==> config.mk <==
export PLATFORM = sky130hd
export DESIGN_NAME = four_bit_mcu_data_unit
export DESIGN_NICKNAME = d
export VERILOG_FILES = /design/src/rtl/fbm_pkg.sv /design/src/rtl/four_bit_mcu_data_unit.sv
export VERILOG_INCLUDE_DIRS = /design/src /design/src/rtl
export SDC_FILE = /design/constraint.sdc
export NUM_CORES = 1
export LEC_CHECK = 0
export ABC_AREA = 1
export BUFFER_PORTS_ARGS = -buffer_cell sky130_fd_sc_hd__buf_4
export CORE_UTILIZATION = 50
export CTS_BUF_LIST = sky130_fd_sc_hd__clkbuf_8 sky130_fd_sc_hd__clkbuf_16
export CTS_CLUSTER_SIZE = 25
export DETAILED_ROUTE_END_ITERATION = 12
export GPL_TIMING_DRIVEN = 0
export PLACE_DENSITY_LB_ADDON = 0.2
export SLEW_MARGIN = 20
export SYNTH_ARGS = -nofsm -noshare
export SYNTH_HDL_FRONTEND = slang
export SYNTH_SLANG_ARGS = --single-unit
==> constraint.sdc <==
create_clock -name i_clk -period 10.4 [get_ports i_clk]
set_input_delay 2.08 -clock i_clk [delete_from_list [all_inputs] [get_ports i_clk]]
set_output_delay 2.08 -clock i_clk [all_outputs]
set_load 0.02 [all_outputs]
==> src/rtl/four_bit_mcu_data_unit_defines.svh <==
// Assertion macros for the four-bit MCU data unit.
// Used by the top level; depends on nothing.
`ifndef FOUR_BIT_MCU_DATA_UNIT_DEFINES_SVH
`define FOUR_BIT_MCU_DATA_UNIT_DEFINES_SVH
`define FBM_ASSERT(label, clk, rst_n, prop, msg) \
    label: assert property (@(posedge clk) disable iff (!rst_n) prop) else $error(msg);
`define FBM_ASSERT_RST(label, clk, prop, msg) \
    label: assert property (@(posedge clk) prop) else $error(msg);
`endif

==> src/rtl/fbm_pkg.sv <==
// Package for the four-bit MCU data unit: payload types and command codes.
// No dependencies.
package fbm_pkg;
    localparam logic [5:0] CMD_LB = 6'd0, CMD_INCB = 6'd1, CMD_DECB = 6'd2, CMD_SBM = 6'd3,
        CMD_RBM = 6'd4, CMD_EXC = 6'd5, CMD_EXCI = 6'd6, CMD_EXCD = 6'd7, CMD_LBL = 6'd8,
        CMD_EXBLA = 6'd9, CMD_LDA = 6'd10, CMD_LAX = 6'd11, CMD_ATR = 6'd12,
        CMD_ADD = 6'd13, CMD_ADD11 = 6'd14, CMD_ADX = 6'd15, CMD_COMA = 6'd16,
        CMD_RC = 6'd17, CMD_SC = 6'd18, CMD_TC = 6'd19, CMD_TAM = 6'd20, CMD_TMI = 6'd21,
        CMD_TA0 = 6'd22, CMD_TABL = 6'd23, CMD_RM = 6'd24, CMD_SM = 6'd25,
        CMD_RMF = 6'd26, CMD_SMF = 6'd27, CMD_COMCN = 6'd28, CMD_ATBP = 6'd29,
        CMD_KTA = 6'd30, CMD_TAL = 6'd31, CMD_TB = 6'd32, CMD_DTW = 6'd33,
        CMD_PDTW = 6'd34, CMD_WR = 6'd35, CMD_WS = 6'd36, CMD_TW = 6'd37, CMD_PTW = 6'd38;

    typedef enum logic {ST_IDLE, ST_EXEC} t_state;

    typedef struct packed {
        logic [5:0] cmd;
        logic [7:0] opcode;
        logic [7:0] second_byte;
        logic [3:0] key_value;
        logic       ba_pin;
        logic       beta_pin;
    } t_in;

    typedef struct packed {
        logic [3:0]  acc_out;
        logic        carry_out;
        logic        skip_next;
        logic [3:0]  ptr_low_out;
        logic [2:0]  ptr_mid_out;
        logic [3:0]  r_out;
        logic        bp_out;
        logic [35:0] segment_latches;
    } t_out;

    function automatic logic [3:0] digit_rom(input logic [4:0] idx);
        logic [3:0] d;
        case (idx)
            5'd0: d = 4'he;  5'd1: d = 4'h0;  5'd2: d = 4'hc;  5'd3: d = 4'h8;
            5'd4: d = 4'h2;  5'd5: d = 4'ha;  5'd6: d = 4'he;  5'd7: d = 4'h2;
            5'd8: d = 4'he;  5'd9: d = 4'ha;  5'd10: d = 4'h0; 5'd11: d = 4'h0;
            5'd12: d = 4'h2; 5'd13: d = 4'ha; 5'd14: d = 4'h2; 5'd15: d = 4'h2;
            5'd16: d = 4'hb; 5'd17: d = 4'h9; 5'd18: d = 4'h7; 5'd19: d = 4'hf;
            5'd20: d = 4'hd; 5'd21: d = 4'he; 5'd22: d = 4'he; 5'd23: d = 4'hb;
            5'd24: d = 4'hf; 5'd25: d = 4'hf; 5'd26: d = 4'h4; 5'd27: d = 4'h0;
            5'd28: d = 4'hd; 5'd29: d = 4'he; 5'd30: d = 4'h4; 5'd31: d = 4'h0;
            default: d = 4'h0;
        endcase
        return d;
    endfunction
endpackage

==> src/rtl/four_bit_mcu_data_unit.sv <==
// Four-bit MCU data unit: executes one non-branch instruction per item.
// An accepted item is registered, executed in the EXEC state, and its result registered to
// the output. No new item is taken while one is in EXEC, as set by the single data RAM read
// followed by its write-back, nor while a result waits under an output stall. After reset
// a clearing pass zeroes the data RAM; no item is taken until it ends. Configuration writes
// are taken at any time. Depends on fbm_pkg and four_bit_mcu_data_unit_defines.svh.
`include "four_bit_mcu_data_unit_defines.svh"
module four_bit_mcu_data_unit
    import fbm_pkg::*;
#(
    parameter int OUT_PINS  = 9,
    parameter int RAM_WORDS = 128
) (
    input  logic       i_clk,
    input  logic       i_rst_n,
    input  logic       i_in_valid,
    output logic       o_in_stall,
    input  t_in        i_in_data,
    output logic       o_out_valid,
    input  logic       i_out_stall,
    output t_out       o_out_data,
    input  logic       i_cfg_valid,
    output logic       o_cfg_ready,
    input  logic [6:0] i_cfg_data
);
    localparam int AW = $clog2(RAM_WORDS);

    logic [3:0] r_mem [RAM_WORDS];
    logic [3:0] r_rd;
    logic [AW:0] r_clr, n_clr;
    logic r_clearing, n_clearing;
    t_state r_state, n_state;
    t_in r_item;
    logic [6:0] r_mask;
    logic [3:0] r_acc, n_acc, r_low, n_low, r_r, n_r;
    logic [2:0] r_mid, n_mid;
    logic r_c, n_c, r_bp, n_bp, r_cn, n_cn, r_mx, n_mx;
    logic [7:0] r_last;
    logic [3:0] r_stg [OUT_PINS];
    logic [3:0] n_stg [OUT_PINS];
    logic [3:0] r_pin [OUT_PINS];
    logic [3:0] n_pin [OUT_PINS];
    logic r_ov;
    t_out r_out, n_out;
    logic accept, exec, wr_en;
    logic [3:0] wr_val, ram_v, bitm, dig;
    logic [6:0] addr;
    logic in_range, skip;
    logic [4:0] sum;

    assign o_cfg_ready = 1'b1;
    assign o_in_stall  = r_clearing || r_state != ST_IDLE || (r_ov && i_out_stall);
    assign accept      = i_in_valid && !o_in_stall;
    assign exec        = r_state == ST_EXEC;
    assign addr        = {r_mid, r_low} & r_mask;
    assign in_range    = {1'b0, addr} < 8'(RAM_WORDS);
    assign ram_v       = in_range ? r_rd : 4'h0;
    assign bitm        = 4'b1 << r_item.opcode[1:0];
    assign o_out_valid = r_ov;
    assign o_out_data  = r_out;

    always_comb begin
        n_state = r_state;
        case (r_state)
            ST_IDLE: if (accept) n_state = ST_EXEC;
            ST_EXEC: n_state = ST_IDLE;
            default: n_state = ST_IDLE;
        endcase
    end

    always_comb begin
        n_clr = r_clr + 1'b1;
        n_clearing = r_clearing && (r_clr != (AW + 1)'(RAM_WORDS - 1));
    end

    always_comb begin
        n_acc = r_acc; n_c = r_c; n_low = r_low; n_mid = r_mid; n_r = r_r;
        n_bp = r_bp; n_cn = r_cn; n_mx = r_mx; n_stg = r_stg; n_pin = r_pin;
        skip = 1'b0; wr_en = 1'b0; wr_val = r_acc; sum = 5'd0;
        dig = digit_rom({r_cn, r_acc}) | {3'b0, !r_cn && r_mx};
        case (r_item.cmd)
            CMD_LB: begin
                n_mid = {1'b0, r_item.opcode[1:0]};
                n_low = {|r_item.opcode[3:2], 1'b0, r_item.opcode[3:2]};
            end
            CMD_INCB: begin n_low = r_low + 4'd1; skip = n_low == 4'd8; end
            CMD_DECB: begin n_low = r_low - 4'd1; skip = n_low == 4'hf; end
            CMD_SBM: n_mid = r_mid | 3'd4;
            CMD_RBM: n_mid = r_mid & 3'd3;
            CMD_EXC, CMD_EXCI, CMD_EXCD: begin
                n_acc = ram_v; wr_en = 1'b1; wr_val = r_acc;
                n_mid = r_mid ^ {1'b0, r_item.opcode[1:0]};
                if (r_item.cmd == CMD_EXCI) begin
                    n_low = r_low + 4'd1; skip = n_low == 4'd8;
                end else if (r_item.cmd == CMD_EXCD) begin
                    n_low = r_low - 4'd1; skip = n_low == 4'hf;
                end
            end
            CMD_LBL: begin
                n_low = r_item.second_byte[3:0];
                n_mid = r_item.second_byte[6:4] & r_mask[6:4];
            end
            CMD_EXBLA: begin n_acc = r_low; n_low = r_acc; end
            CMD_LDA: begin
                n_acc = ram_v; n_mid = r_mid ^ {1'b0, r_item.opcode[1:0]};
            end
            CMD_LAX: if (r_item.opcode[7:4] != r_last[7:4]) n_acc = r_item.opcode[3:0];
            CMD_ATR: n_r = r_acc;
            CMD_ADD: n_acc = r_acc + ram_v;
            CMD_ADD11: begin
                sum = {1'b0, r_acc} + {1'b0, ram_v} + {4'b0, r_c};
                n_c = sum[4]; skip = sum[4]; n_acc = sum[3:0];
            end
            CMD_ADX: begin
                sum = {1'b0, r_acc} + {1'b0, r_item.opcode[3:0]};
                skip = r_item.opcode[3:0] != 4'd10 && sum[4]; n_acc = sum[3:0];
            end
            CMD_COMA: n_acc = ~r_acc;
            CMD_RC: n_c = 1'b0;
            CMD_SC: n_c = 1'b1;
            CMD_TC: skip = !r_c;
            CMD_TAM: skip = r_acc == ram_v;
            CMD_TMI: skip = |(ram_v & bitm);
            CMD_TA0: skip = r_acc == 4'd0;
            CMD_TABL: skip = r_acc == r_low;
            CMD_RM: begin wr_en = 1'b1; wr_val = ram_v & ~bitm; end
            CMD_SM: begin wr_en = 1'b1; wr_val = ram_v | bitm; end
            CMD_RMF: begin n_mx = 1'b0; n_acc = 4'd0; end
            CMD_SMF: n_mx = 1'b1;
            CMD_COMCN: n_cn = !r_cn;
            CMD_ATBP: begin n_bp = r_acc[0]; n_cn = r_acc[3]; end
            CMD_KTA: n_acc = r_item.key_value;
            CMD_TAL: skip = r_item.ba_pin;
            CMD_TB: skip = r_item.beta_pin;
            CMD_DTW, CMD_WR, CMD_WS: begin
                for (int i = 0; i < OUT_PINS - 1; i++) n_stg[i] = r_stg[i + 1];
                n_stg[OUT_PINS - 1] = r_item.cmd == CMD_DTW ? dig :
                    r_item.cmd == CMD_WR ? {1'b0, r_acc[2:0]} : {1'b1, r_acc[2:0]};
            end
            CMD_PDTW: begin
                n_stg[OUT_PINS - 2] = r_stg[OUT_PINS - 1];
                n_stg[OUT_PINS - 1] = dig;
            end
            CMD_TW: n_pin = r_stg;
            CMD_PTW: begin
                n_pin[OUT_PINS - 1] = r_stg[OUT_PINS - 1];
                n_pin[OUT_PINS - 2] = r_stg[OUT_PINS - 2];
            end
            default: ;
        endcase
        n_out = '0;
        n_out.acc_out = n_acc; n_out.carry_out = n_c; n_out.skip_next = skip;
        n_out.ptr_low_out = n_low; n_out.ptr_mid_out = n_mid; n_out.r_out = n_r;
        n_out.bp_out = n_bp;
        for (int i = 0; i < OUT_PINS && i < 9; i++) n_out.segment_latches[4 * i +: 4] = n_pin[i];
    end

    always_ff @(posedge i_clk) begin
        if (r_clearing) begin
            r_mem[r_clr[AW-1:0]] <= 4'h0;
        end else if (exec && wr_en && in_range) begin
            r_mem[addr[AW-1:0]] <= wr_val;
        end
        r_rd <= r_mem[addr[AW-1:0]];
        if (accept) r_item <= i_in_data;
        if (exec) r_out <= n_out;
    end

    always_ff @(posedge i_clk) begin
        if (!i_rst_n) begin
            r_state <= ST_IDLE; r_clearing <= 1'b1; r_clr <= '0; r_mask <= 7'h7f;
            r_acc <= '0; r_c <= 1'b0; r_low <= '0; r_mid <= '0; r_r <= '0;
            r_bp <= 1'b0; r_cn <= 1'b0; r_mx <= 1'b0; r_last <= '0; r_ov <= 1'b0;
            for (int i = 0; i < OUT_PINS; i++) begin r_stg[i] <= '0; r_pin[i] <= '0; end
        end else begin
            r_state <= n_state;
            if (r_clearing) begin r_clr <= n_clr; r_clearing <= n_clearing; end
            if (i_cfg_valid) r_mask <= i_cfg_data;
            if (exec) begin
                r_acc <= n_acc; r_c <= n_c; r_low <= n_low; r_mid <= n_mid; r_r <= n_r;
                r_bp <= n_bp; r_cn <= n_cn; r_mx <= n_mx; r_last <= r_item.opcode;
                r_stg <= n_stg; r_pin <= n_pin;
            end
            if (exec) r_ov <= 1'b1;
            else if (!i_out_stall) r_ov <= 1'b0;
        end
    end

    `FBM_ASSERT(a_no_accept_clear, i_clk, i_rst_n, r_clearing |-> !accept, "accept during clear")
    `FBM_ASSERT(a_exec_one, i_clk, i_rst_n, accept |=> exec, "accept not followed by exec")
    `FBM_ASSERT(a_exec_out, i_clk, i_rst_n, exec |=> r_ov, "exec gave no result")
    `FBM_ASSERT_RST(a_rst, i_clk, !i_rst_n |=> !r_ov && r_state == ST_IDLE, "reset state")
endmodule

==> impl_metrics.ini, run 1 <==
[setup_path]
path_class = in -> out
crit_top_cell = buf_4
worst-path-buf-inv = 2
cp_cell_sequence = buf_4, nand2_1, nand3_1, buf_4
r2r_setup_slack_ns = 6.41
cp_top_family = buffers and inverters
worstPathArrival_ns = 2.52
cp.required_ns = 8.32
cp.depth = 4
r2r_cells = 12
crit_path_end_kind = output pin
crit_path_start_kind = primary input
slowest_delay_ns = 0.17
crit_slowest_cell = buf_4
cp_max_fo = 3

[timing]
tns_ns = 0
fin_worst_skew_ns = 0.0264
period_share_pct = 44.2
setup_viol = 0
post-route-min-period_ns = 4.60
grt_setup_unrepaired = no
slew_violations = 0
hold_viol_final = 0
tightest_slew_ns = 1.02
relSlewSlack_pct = 31.7
max_freq_mhz = 218

[power_and_ir_drop]
p_leak_nw = 15.3
power_density_nw_per_um2 = 158
ir_worst_vdd_uv = 131

[detailed_routing]
drtPass1Iterations = 8
drc_errors = 0
met1_length_microns = 36400
drtIter0Drc = 2526
wl_met2_microns = 42400
via_per_inst = 5.42
vias = 23900
routed.top_layer = met4
wl_met3_microns = 7700
wl_microns = 90000
wire_per_inst_microns = 20.4
drtAntennaViolNets = 0

[logic_synthesis]
ys_ff_latch = 710
ys_warn_count = 0
syn_avg_cell_area_sq_um = 9.55
yosysSeqAreaShare_pct = 63.7
synth_adder_area_share_pct = 1.04
synth_compound_area_share_pct = 4.90
yosysTopAreaCell = edfxtp_1
synth_fp_nets = 3377
synthSimpleGateAreaFrac_pct = 22.0
synth_cells = 3313
synth_mux_area_share_pct = 0
synth-edff-count = 593
ys.flop_type = edfxtp_1
synth_cell_type_count = 44
syn-cell-area_sq_um = 31600
synth_xor_area_share_pct = 0.360
synth.most_common_cell = nand2_1
yosys.area.top_type_share_pct = 56.3
synth_top_family_by_area = simple AND/OR/NAND/NOR gates
synthTopCellsByCount = 848 x nand2_1, 593 x edfxtp_1, 494 x inv_1, 490 x nand3_1, 250 x nor2_1
synthArstFlopShare_pct = 0
synth_area_leaders = edfxtp_1 56%, nand2_1 10%, nand3_1 7.8%, dfxtp_1 7.4%, inv_1 5.9%

[clock_network]
cts_made_buffers = 77
clk_latency_ns = 0.64
clock_path_buffers = 3
cts_hold_buf = 0
clkSinkCount = 710
ctsResizeCount = 0
cts_tree = yes
post-cts-setup-buffers = 0
h-tree-depth = 3
clkSlewWorstSetupHoldPaths_ns = 0.06
cts_root_buf = clkbuf_16

[final_layout]
area_growth_pct = 14.5
fin_util_pct = 58.3
antennaDiodeCount = 0
drive_gt1_share_pct = 8.21
num-nets-final = 3579

[job]
drv_cap = 0

[hold_path]
hold_path.class = reg -> reg
min_path_cells = 1

[die]
fp.dieW_microns = 254
initial_core_util_pct = 50.9
coreArea_sq_um = 62200
die-area_sq_um = 64300
die_h_microns = 254
num_io_pins = 97
num_rows = 91

[global_route]
antenna_found_initial = 0
grt_usage_pct = 28.5
grt-ovfl-total = 0
grt_pass1_wl_microns = 136000
grt_pass1_vias = 22500
grt_max_degree = 56

[placement]
dp_hpwl_microns = 64100
place_congestion = 1.01
port_buffers = 92

[outcome]
status = finished clean
==> sequential cells by signal (all words and copies together) (netlist names), 3 cells and up <==
signal / flops
r_mid: 3
r_low: 4
r_mem: 512
r_item: 27
r_stg: 36
r_clr: 8
r_mask: 7
r_pin: 36
r_rd: 4
r_last: 4
r_r: 4
r_acc: 4
o_out_data: 54
==> cells by family (layout without fill, tap and decap cells) <==
kind of cell               count (synthesis)  in the layout
and+or+nand+nor                         1640           1640
AOI/OAI and AO/OA                        262            262
xor gates and xnor gates                  13             13
other                                      1              1
buffers and inverters                    663            920
DFF                                      710            710
adders and majority gates                 24             24
==> per-stage QoR <==
| step | setup WS, ns | hold WS [ns] | total power [mW] | instance area, sq um | instances |
|---|---|---|---|---|---|
| after floorplan | 1.76 | 0.423 | 3.16 | 31600 | 3313 |
| after global placement | -7.51 | 0.435 | 3.21 | 33400 | 4242 |
| after detailed placement | 5.58 | 0.445 | 3.21 | 33900 | 4273 |
| after CTS | 5.80 | 0.460 | 5.77 | 36200 | 4407 |
| after global routing | 5.76 | 0.488 | 5.88 | 36200 | 4407 |
| final | 5.80 | 0.458 | 5.74 | 36200 | 4407 |
==> final timing paths <==
check | to | start
worst min register to register | r_clr[7] | r_clr[7]
worst min-delay path | r_clr[7] | r_clr[7]
worst max-delay path | o_in_stall | i_out_stall
worst max register to register | r_rd[2] | r_low[1]
==> worst register-to-register path, stage by stage (launching register included) <==
cell and delay [ns]:
dfxtp_1 0.57, nand2_1 0.55, clkinv_1 0.37, clkbuf_1 0.75, clkbuf_1 0.56, nand2_1 0.13, nand3_1 0.12, nand3_1 0.08
nand3_1 0.19, nand3_1 0.24, nand2_1 0.14, nand2_1 0.05, nand2_1 0.14
==> placed cells by master, fill, tap and decap left out, types with 7 or more instances in the layout <==
cell type,Yosys,final
dfxtp_1,117,116
xor2_1,12,12
nand4_1,10,10
ha_1,20,20
buf_2,21,21
inv_1,494,513
clkbuf_8,0,7
clkinv_2,0,11
buf_4,1,93
o22ai_1,35,35
nor3_1,17,17
nor2_1,250,249
o211ai_1,35,35
nand2_1,848,848
nand3_1,490,490
buf_1,19,19
clkinv_1,3,14
buf_8,0,11
clkbuf_1,114,114
inv_2,10,10
clkbuf_16,0,78
o21ai_0,128,128
a21oi_1,41,41
edfxtp_1,593,593
buf_6,1,17
==> metal layers <==
layer	up-vias	track usage (%)
met5	-	0
met4	0	11.6
met3	194	4.56
met2	1184	46.5
met1	11200	38.0
li1	11300	-
==> final cells by class <==
class,count,area [sq um]
sequential,710,20200
clock buffer,85,2050
tap,837,1050
inverter,507,1900
fill,5418,25900
timing repair buffer,123,1120
buffer,156,623
clock inverter,49,323
multi-input combinational,1940,9030
==> report_power, final <==
group / switching (mW) / internal, mW / total (mW)
Combinational: 0.0662 / 0.0269 / 0.0931
Sequential: 0.00606 / 3.05 / 3.05
Clock: 1.11 / 1.48 / 2.59
(Power assumes the default switching activity.)
==> inputs of run 2 (changes only) <==
--- a/config.mk
+++ b/config.mk
@@ -6,7 +6,7 @@
 export SDC_FILE = /design/constraint.sdc
 export NUM_CORES = 1
 export LEC_CHECK = 0
-export ABC_AREA = 1
+export ABC_AREA = 0
 export BUFFER_PORTS_ARGS = -buffer_cell sky130_fd_sc_hd__buf_4
 export CORE_UTILIZATION = 50
 export CTS_BUF_LIST = sky130_fd_sc_hd__clkbuf_8 sky130_fd_sc_hd__clkbuf_16
==> constraint.sdc (replaced) <==
create_clock -name i_clk -period 4.48 [get_ports i_clk]
set_input_delay 0.896 -clock i_clk [delete_from_list [all_inputs] [get_ports i_clk]]
set_output_delay 0.896 -clock i_clk [all_outputs]
set_load 0.02 [all_outputs]
==> run 2 against run 1 <==
Effect of this change: the flow now finishes with violations (design-rule violations); critical endpoint is now r_mem[52][0]; critical path depth up 4; highest routed layer is now met5; synthesized area decreased by 4.7%; largest power group unchanged; final cell count decreased by 29%; total power up 130%; critical path type is now reg -> reg.
==> impl_metrics.ini, run 2 <==
[die]
initial_core_util_pct = 50.8
num_rows = 89
die_h_microns = 248
num_io_pins = 97
coreArea_sq_um = 59400
fp.dieW_microns = 248
die-area_sq_um = 61300

[clock_network]
h-tree-depth = 3
clk_latency_ns = 0.63
post-cts-setup-buffers = 0
ctsResizeCount = 0
clkSlewWorstSetupHoldPaths_ns = 0.06
clock_path_buffers = 3
cts_root_buf = clkbuf_16
cts_tree = yes
clkSinkCount = 710
cts_made_buffers = 73
cts_hold_buf = 0

[placement]
dp_cells = 2996
port_buffers = 93
dp_hpwl_microns = 55100
place_congestion = 0.985
place_ws_ns = 0.278
place_area_sq_um = 32300

[detailed_routing]
via_per_inst = 5.96
wire_per_inst_microns = 24.8
drtAntennaViolNets = 0
drtIter0Drc = 1934
drc_errors = 12
vias = 18600
drtPass1Iterations = 10
wl_microns = 77400

[logic_synthesis]
yosysSeqAreaShare_pct = 66.8
synth_area_leaders = edfxtp_1 59%, mux4_2 9.1%, dfxtp_1 7.8%, nor2_1 2.9%, mux2i_1 2.6%
synth_cells = 2100
synth_fp_nets = 2164
ys.flop_type = edfxtp_1
ys_warn_count = 0
syn_avg_cell_area_sq_um = 14.4
ys_ff_latch = 710
synth-edff-count = 593
syn-cell-area_sq_um = 30200
synth.most_common_cell = edfxtp_1
yosysTopAreaCell = edfxtp_1
synthTopCellsByCount = 593 x edfxtp_1, 234 x nor2_1, 195 x nand2_1, 122 x mux4_2, 117 x dfxtp_1
synth_cell_type_count = 73
yosys.area.top_type_share_pct = 59.0
synthArstFlopShare_pct = 0

[power_and_ir_drop]
p_int_mw = 10.4
clkPwrFrac_pct = 44.4
total_power_mw = 13.1
p_leak_nw = 12.1
p_sw_mw = 2.69
ir_worst_vdd_uv = 341
power_density_nw_per_um2 = 380
netSwitchingFraction_pct = 20.5
pwr-share-seq_pct = 54.1
combinationalPowerShare_pct = 1.5

[outcome]
status = complete, but fails checks
violations = design-rule violations

[job]
drv_cap = 0

[timing]
relSlewSlack_pct = 27.3
fin_ws_ns = 0.245
fin_worst_skew_ns = 0.0263
period_share_pct = 94.5
setup_viol = 0
post-route-min-period_ns = 4.24
hold_ws_ns = 0.445
grt_setup_unrepaired = no
max_freq_mhz = 236
tns_ns = 0
tightest_slew_ns = 1.08
hold_viol_final = 0
slew_violations = 0

[setup_path]
crit_path_start_kind = register
critPathLaunch = exec
cp_max_fo = 55
rr_startpoint = exec
worstPathArrival_ns = 4.51
crit_path_end_kind = register
path_class = reg -> reg
cp.required_ns = 4.76

[final_layout]
largest_reg_flops = 512
final_cell_mix = 593 x edfxtp_1, 233 x nor2_1, 195 x nand2_1
n_fill_cell = 4618
stdcell_count = 3128
stdcell_area_sq_um = 34600
layout_commonest_cell = edfxtp_1
antennaDiodeCount = 0
drive_gt1_share_pct = 19.7
fin_util_pct = 58.3
num-nets-final = 2362
area_growth_pct = 14.7

[global_route]
grt_max_degree = 56
grt_pass1_vias = 18700
antenna_found_initial = 1
grt_usage_pct = 25.7
grt-ovfl-total = 0
grt_pass1_wl_microns = 116000

[hold_path]
hp-start = i_in_data[15]
hold_path.class = in -> reg
[run 2: cell count changes after synthesis, sizes merged, moves of 30 or more]
cell / previous run / this run
nand2: 854 / 195
nand3: 492 / 58
inv: 504 / 103
mux4: 0 / 122
o21ai: 135 / 32
mux2i: 0 / 77
mux2: 0 / 47
clkbuf: 114 / 83
o22ai: 35 / 5
[run 2: power groups by stage]
stage	sequential (mW)	combinational, mW	clock [mW]
2_1_floorplan	7.23	0.100	0
3_3_place_gp	7.24	0.193	0
3_5_place_dp	7.24	0.197	0
4_1_cts	7.10	0.198	5.91
5_1_grt	7.10	0.212	6.14
6_report	7.10	0.199	5.83
[run 2: cells by family (layout without fill, tap and decap cells)]
family / after synthesis / in the layout / synth area share [%]
xor+xnor: 23 / 23 / 0.668
buf+inv: 239 / 494 / 3.32
compound gates: 248 / 248 / 5.80
other cells: 1 / 1 / 0.0124
fa+ha+maj: 24 / 24 / 1.10
mux: 246 / 246 / 13.4
flops: 710 / 710 / 66.8
simple gates: 609 / 609 / 8.89
[run 2: final timing paths]
kind                        to  slack (ns)  cells after the start
hold reg to reg      r_pin[18]        0.46                      2
hold / removal      r_item[15]        0.44                      1
setup reg to reg  r_mem[52][0]        0.24                      8
setup / recovery  r_mem[52][0]        0.24                      8
[run 2: per-layer routing]
layer / vias up / share of wire (%) / GRT usage (%)
li1: 8300 / - / -
met1: 9336 / 41 / 34.3
met2: 820 / 48 / 41.9
met4: 2 / 4.3 / 11.0
met3: 184 / 7.2 / 4.25
met5: - / 0.012 / 0
[run 2: final cells by class]
class                   count  area (sq um)  area share (%)
plain buffers             136           614            1.78
clock buffers              79          1930            5.59
clock inverters            53           363            1.05
inverters                 103           387            1.12
multi-input cells        1151          9080            26.3
flip-flops and latches    710         20200            58.3
well taps                 773           967            2.80
repair buffers            123          1090            3.15
[run 2: critical path, stage by stage (launching register included)]
cell	delay (ns)
dfxtp_4	0.83
clkbuf_1	0.47
nand4_1	0.28
buf_2	0.29
buf_6	0.20
mux2i_1	0.30
nand3_1	0.59
buf_2	0.51
nor2_1	0.39
